$ cat src/hw/rtl/cqc_pkg.sv
// ----------------------------------------------------------------------------
// Convex quadrilateral counter package
// Sizes, derived widths, the sweep state type and the cross unit's status.
// ----------------------------------------------------------------------------
`default_nettype none

package cqc_pkg;

  localparam int MAX_POINTS = 2048;
  localparam int COORD_BITS = 21;

  localparam int ADDR_W = $clog2(MAX_POINTS);
  localparam int CNT_W  = $clog2(MAX_POINTS + 1);
  localparam int DIFF_W = COORD_BITS + 1;
  localparam int PROD_W = 2 * DIFF_W;

  // binomial widths: C(n,2) < 2^(2w-1), C(n,3) < 2^(3w-2), C(n,4) < 2^(4w-4)
  localparam int C2_W  = 2 * CNT_W - 1;
  localparam int C3_W  = 3 * CNT_W - 2;
  localparam int C4_W  = 4 * CNT_W - 4;
  localparam int SUM_W = 3 * CNT_W;

  localparam int PCOUNT_W = 12;
  localparam int INSIDE_W = 40;
  localparam int TRI_W    = 31;

  localparam logic [63:0] PCOUNT_MAX = (64'd1 << PCOUNT_W) - 64'd1;
  localparam logic [63:0] INSIDE_MAX = (64'd1 << INSIDE_W) - 64'd1;
  localparam logic [63:0] TRI_MAX    = (64'd1 << TRI_W) - 64'd1;

  typedef struct packed {
    logic busy;
    logic hit;
  } cross_res_t;

  typedef enum logic [3:0] {
    ST_LOAD,
    ST_PREP,
    ST_CRD,
    ST_CLAT,
    ST_JRD,
    ST_JLAT,
    ST_PSWEEP,
    ST_DRAIN,
    ST_BIN,
    ST_BADD,
    ST_CEND,
    ST_DONE
  } cqc_state_t;

endpackage

`default_nettype wire

$ cat src/hw/rtl/cqc_cross_unit.sv
// ----------------------------------------------------------------------------
// Cross-product sign unit
// Three-stage pipe: offset from centre, two products, strict-left compare.
// ----------------------------------------------------------------------------
`default_nettype none

module cqc_cross_unit (
  input  logic                                  clk,
  input  logic                                  rst_n,
  input  logic                                  in_vld,
  input  logic signed [cqc_pkg::COORD_BITS-1:0] px,
  input  logic signed [cqc_pkg::COORD_BITS-1:0] py,
  input  logic signed [cqc_pkg::COORD_BITS-1:0] cx,
  input  logic signed [cqc_pkg::COORD_BITS-1:0] cy,
  input  logic signed [cqc_pkg::DIFF_W-1:0]     djx,
  input  logic signed [cqc_pkg::DIFF_W-1:0]     djy,
  output cqc_pkg::cross_res_t                   res
);
  import cqc_pkg::*;

  logic                     va_r, vb_r, hit_r;
  logic signed [DIFF_W-1:0] dpx_r, dpy_r, dpx_nxt, dpy_nxt;
  logic signed [PROD_W-1:0] pa_r, pb_r, pa_nxt, pb_nxt;
  logic                     hit_nxt;

  assign dpx_nxt = DIFF_W'(px) - DIFF_W'(cx);
  assign dpy_nxt = DIFF_W'(py) - DIFF_W'(cy);
  assign pa_nxt  = PROD_W'(djx) * PROD_W'(dpy_r);
  assign pb_nxt  = PROD_W'(djy) * PROD_W'(dpx_r);
  // strictly left of centre->j when the cross product is positive
  assign hit_nxt = vb_r && (pa_r > pb_r);

  always_ff @(posedge clk) begin
    if (!rst_n) begin
      va_r  <= 1'b0;
      vb_r  <= 1'b0;
      hit_r <= 1'b0;
    end else begin
      va_r  <= in_vld;
      vb_r  <= va_r;
      hit_r <= hit_nxt;
    end
    dpx_r <= dpx_nxt;
    dpy_r <= dpy_nxt;
    pa_r  <= pa_nxt;
    pb_r  <= pb_nxt;
  end

  assign res.busy = va_r | vb_r | hit_r;
  assign res.hit  = hit_r;

endmodule

`default_nettype wire

$ cat config.mk
export PLATFORM = sky130hd
export DESIGN_NAME = cqc_cross_unit
export DESIGN_NICKNAME = d
export VERILOG_FILES = /design/src/hw/rtl/cqc_pkg.sv /design/src/hw/rtl/cqc_cross_unit.sv
export SDC_FILE = /design/constraint.sdc
export NUM_CORES = 2
export LEC_CHECK = 0
export BUFFER_PORTS_ARGS = -buffer_cell sky130_fd_sc_hd__buf_2
export CAP_MARGIN = 15
export CORE_ASPECT_RATIO = 1.1
export CORE_MARGIN = 4
export CORE_UTILIZATION = 65
export CTS_CLUSTER_DIAMETER = 60
export DETAILED_ROUTE_END_ITERATION = 10
export PLACE_DENSITY = 0.83
export SETUP_SLACK_MARGIN = 0.05
export SLEW_MARGIN = 25
export SYNTH_ARGS = -nofsm -noshare
export SYNTH_HDL_FRONTEND = slang
export SYNTH_SLANG_ARGS = --single-unit
$ cat constraint.sdc
create_clock -name clk -period 12 [get_ports clk]
set_input_delay 3 -clock clk [delete_from_list [all_inputs] [get_ports clk]]
set_output_delay 3 -clock clk [all_outputs]
set_load 0.03 [all_outputs]
; ---- After elaboration in Yosys (flattened, before gate mapping)
; Index checks and enable logic that the tools add are counted.
[word_totals]
mem_count = 0
regBits = 135
out_inout_bits = 2
input_bits = 131
ramBits = 0
romBits = 0
latchBits = 0
[classes]
eq_ne = 0
n_mul = 2
n_div = 0
shift = 0
reduce_logical = 1
order_cmp = 1
bitwise = 2
n_mux = 0
n_addsub = 2
[ops]
columns = op, n
row1 = 22-bit by 22-bit multiplier with 44-bit output, 2
row2 = 44-bit > comparator, 1
row3 = 21-bit by 21-bit subtractor with 22-bit output, 2
row4 = 1-bit bitwise OR, 2
row5 = 1-bit logical AND, 1

; ---- Longest topological paths before layout
[depth]
ltp_word = 2
mapped_depth = 26
depth_no_buf = 25

; ---- Worst setup path after synthesis
; Ideal clock, no wire load.
[synth_timing]
path_type = input port to flip-flop
from = in djy[21] in the netlist's numbering
to = reg pb_r[41]
required_time_ns = 11.873
path_buffers = 1
arrival_time_ns = 9.198
stages = 25
setup_ns = 0.127
slack_ns = 2.675
cell_sequence = clkbuf_1 > nand2_1 > inv_1 > fa_1 > fa_1 > inv_1 > fa_1 > inv_1 > fa_1 > fa_1 > fa_1 > inv_1 > fa_1 > inv_1 > ha_1 > a21o_1 > a21o_1 > a21o_1 > a21oi_1 > nor2b_1 > o21ai_0 > nand2b_1 > a21oi_1 > o21ai_0 > xor2_1
[synth_between]
elab_chain_len = 1
[synth_rtl]
columns = element, line_no
row1 = "start, declared", cqc_cross_unit.sv:16  ; input logic signed [cqc_pkg::DIFF_W-1:0] djy,
row2 = 22-bit by 22-bit multiplier with 44-bit output, cqc_cross_unit.sv:29  ; assign pb_nxt = PROD_W'(djy) * PROD_W'(dpx_r);
row3 = named net pb_nxt[41], cqc_cross_unit.sv:23  ; logic signed [PROD_W-1:0] pa_r, pb_r, pa_nxt, pb_nxt;
row4 = "end signal, assigned", cqc_cross_unit.sv:46  ; pb_r <= pb_nxt;
row5 = "end, declared", cqc_cross_unit.sv:23
; The timed path passes the listed nets, and every way through them passes these cells.
; A chain may end at the register's enable or synchronous reset.

; ---- Worst setup path after layout
; Same ends and word-level chain as after synthesis.

==> flow_metrics.tcl <==
set metrics [dict create \
    cts_buffers 17 \
    grt_max_degree 23 \
    cts.htree.levels 4 \
    synth_seq_area_share 0.0655 \
    clk_latency_ns 0.45 \
    dr.first_iter.drc_count 2043 \
    dpl.cell_count 5266 \
    synthDistinctLibCells 64 \
    hpwlAfterDp_um 77900 \
    dp_slack_ns 2.07 \
    cts.sinks 135 \
    critPathKind "in -> reg" \
    diodes 0 \
    die_w_um 248 \
    hold_viol 0 \
    netlist_area_um2 41300 \
    synth_adder_area_share 0.595 \
    period_share 0.797 \
    setup_tns_ns 0 \
    wl_per_cell_um 18.2 \
    period_needed_ns 9.57 \
    hp-class "reg -> reg" \
    fillCellCount 4647 \
    vias 29800 \
    synth_ff_type "dfxtp_1" \
    clockRootBuffer "clkbuf_16" \
    cp_data_required_time_ns 12.32 \
    cts.repair.resized 0 \
    slew_headroom 0.271 \
    nets 5943 \
    synth_cells 4465 \
    async_reset_ff_frac 0 \
    first_pass_iters 6 \
    fp.coreArea_um2 62700 \
    synth_top_area_frac 0.487 \
    place.gp.congestion 0.911 \
    fmax_ghz 0.105 \
    synth-edff-count 0 \
    finalNonFillerCells 5298 \
    post-route-util 0.686 \
    maxCapViolations 0 \
    setup_viol 0 \
    area_delta_synth_final_pct 4.23 \
    outcome "finished, final reports clean" \
    globalRouteTotalUtil 0.302 \
    overflow 0 \
    crit_fanout 22 \
    cp.arrival_ns 9.89 \
    synth_xor_area_frac 0.0284 \
    synth_nets 5956 \
    globalRouteMet3Util 0.0610 \
    critPathCaptureType "flip-flop" \
    wirelength_um 96200 \
    busiest_layer "met2" \
    clkTransAtPathRegs_ns 0.06 \
    syn_area_per_cell_um2 9.24 \
    synth_top_family_by_area "adder cells" \
    setup_ws_ns 2.43 \
    grt_pass1_wl_um 161000 \
    grt_pass1_vias 33300 \
    skew_ns 0.00996 \
    rows 96 \
    rsz0062_at_grt "no" \
    cts_tree "yes" \
    synthTopCellsByArea "fa_1 (49%), ha_1 (11%), inv_1 (10%)" \
    worst_slew_pin_slew_ns 1.09 \
    die_h_um 272 \
    antenna_found_initial 1 \
    synth_compound_area_frac 0.0526 \
    cts_buffer_depth 2 \
    maxSlewViolCount 0 \
    ys_warn_count 0 \
    via_per_inst 5.63 \
    boundaryPins 133 \
    synthSimpleGateAreaFrac 0.138 \
    initial_core_util 0.658 \
    ant_nets 0 \
    grt_use_met1 0.354 \
    port_buffers 132 \
    grtUsageMet2 0.519 \
    yosys-top-cells-count "inv_1 (1141), fa_1 (1004), nand2_1 (590)" \
    drive_gt1_frac 0.0464 \
    post_cts_buffers 0 \
    die_area_um2 67600 \
    synthMuxAreaShare 0 \
    cp-start-kind "primary input" \
    synth_most_common_cell "inv_1" \
    ys_ff_latch 135 \
    drc 0 \
    hold_buffers 0 \
    yosys.area.top_type "fa_1" \
]
-- per-layer routing --
metal  routed length [µm]  up-vias
li1                     -    13000
met1                32700    15000
met2                49000     1393
met3                 8080      421
met4                 6400        2
met5                    7        -
-- layout by cell type, fill, tap and decap left out, types with 5 or more instances in the layout --
cell type  synthesis  layout
a31oi_1           16      16
o21ai_0           49      49
dfxtp_2            0       7
nor3_1            19      19
xnor2_1           98      98
a21oi_1          105     105
ha_1             356     356
nor2_1            76      76
xor2_1            36      36
and3_1            12      12
a21boi_0           5       5
nand2b_1          23      23
buf_4              1      15
and2_1           382     382
nand2_1          590     590
clkbuf_16          0      17
dfxtp_1          135     128
buf_2              0     132
or3_1              5       5
inv_1           1141    1141
o21bai_1          21      21
nand4_1           17      17
a21o_1            64      64
nor2b_1           19      19
nand3_1           23      23
fa_1            1004    1004
a211oi_1           8       8
o21a_1            14      14
-- flip-flops by register name (all words and copies together) (netlist names) --
register / count
dpx_r: 22
dpy_r: 22
hit_r: 1
pa_r: 44
pb_r: 44
va_r: 1
vb_r: 1
-- logic make-up after synthesis --
| kind of cell | count (synthesis) |
|---|---|
| flops | 135 |
| fa+ha+maj | 1360 |
| simple gates | 1183 |
| compound gates | 332 |
| buf+inv | 1321 |
| xor+xnor | 134 |
-- layout make-up --
type                            instances  area (µm²)  area share
Clock buffer                           18         439      0.0102
Sequential cell                       135        2710      0.0630
Clock inverter                         14         158     0.00366
Tap cell                              833        1040      0.0242
Inverter                             1142        4290      0.0996
Timing Repair Buffer                  147         773      0.0180
Multi-Input combinational cell       3009       33600       0.781
-- final timing paths --
| kind | to | start | slack (ns) | depth (start not counted) |
|---|---|---|---|---|
| max | pb_r[41] | djy[21] | 2.43 | 25 |
| min reg2reg | vb_r | va_r | 0.46 | 1 |
| max reg2reg | pb_r[38] | dpx_r[21] | 4.33 | 22 |
| min | vb_r | va_r | 0.46 | 1 |
-- stage by stage --
| stage | area [µm²] | hold WS, ns |
|---|---|---|
| 2_1_floorplan | 41300 | 0.423 |
| 3_3_place_gp | 42400 | 0.434 |
| 3_5_place_dp | 42400 | 0.443 |
| 4_1_cts | 43000 | 0.461 |
| 5_1_grt | 43000 | 0.487 |
| 6_report | 43000 | 0.463 |
-- critical path, cell delays in order --
cell,delay [ns]
buf_2,0.34
nand2_1,0.16
inv_1,0.15
fa_1,0.44
fa_1,0.62
inv_1,0.21
fa_1,0.91
inv_1,0.24
fa_1,0.50
fa_1,0.50
fa_1,0.49
inv_1,0.05
fa_1,0.48
inv_1,0.04
ha_1,0.34
a21o_1,0.19
a21o_1,0.17
a21o_1,0.20
a21oi_1,0.15
nor2b_1,0.06
o21ai_0,0.16
nand2b_1,0.09
a21oi_1,0.14
o21ai_0,0.11
xor2_1,0.15
Power is not shown: default switching activity piles up to over one toggle a cycle in this logic, so the estimate is an artifact.
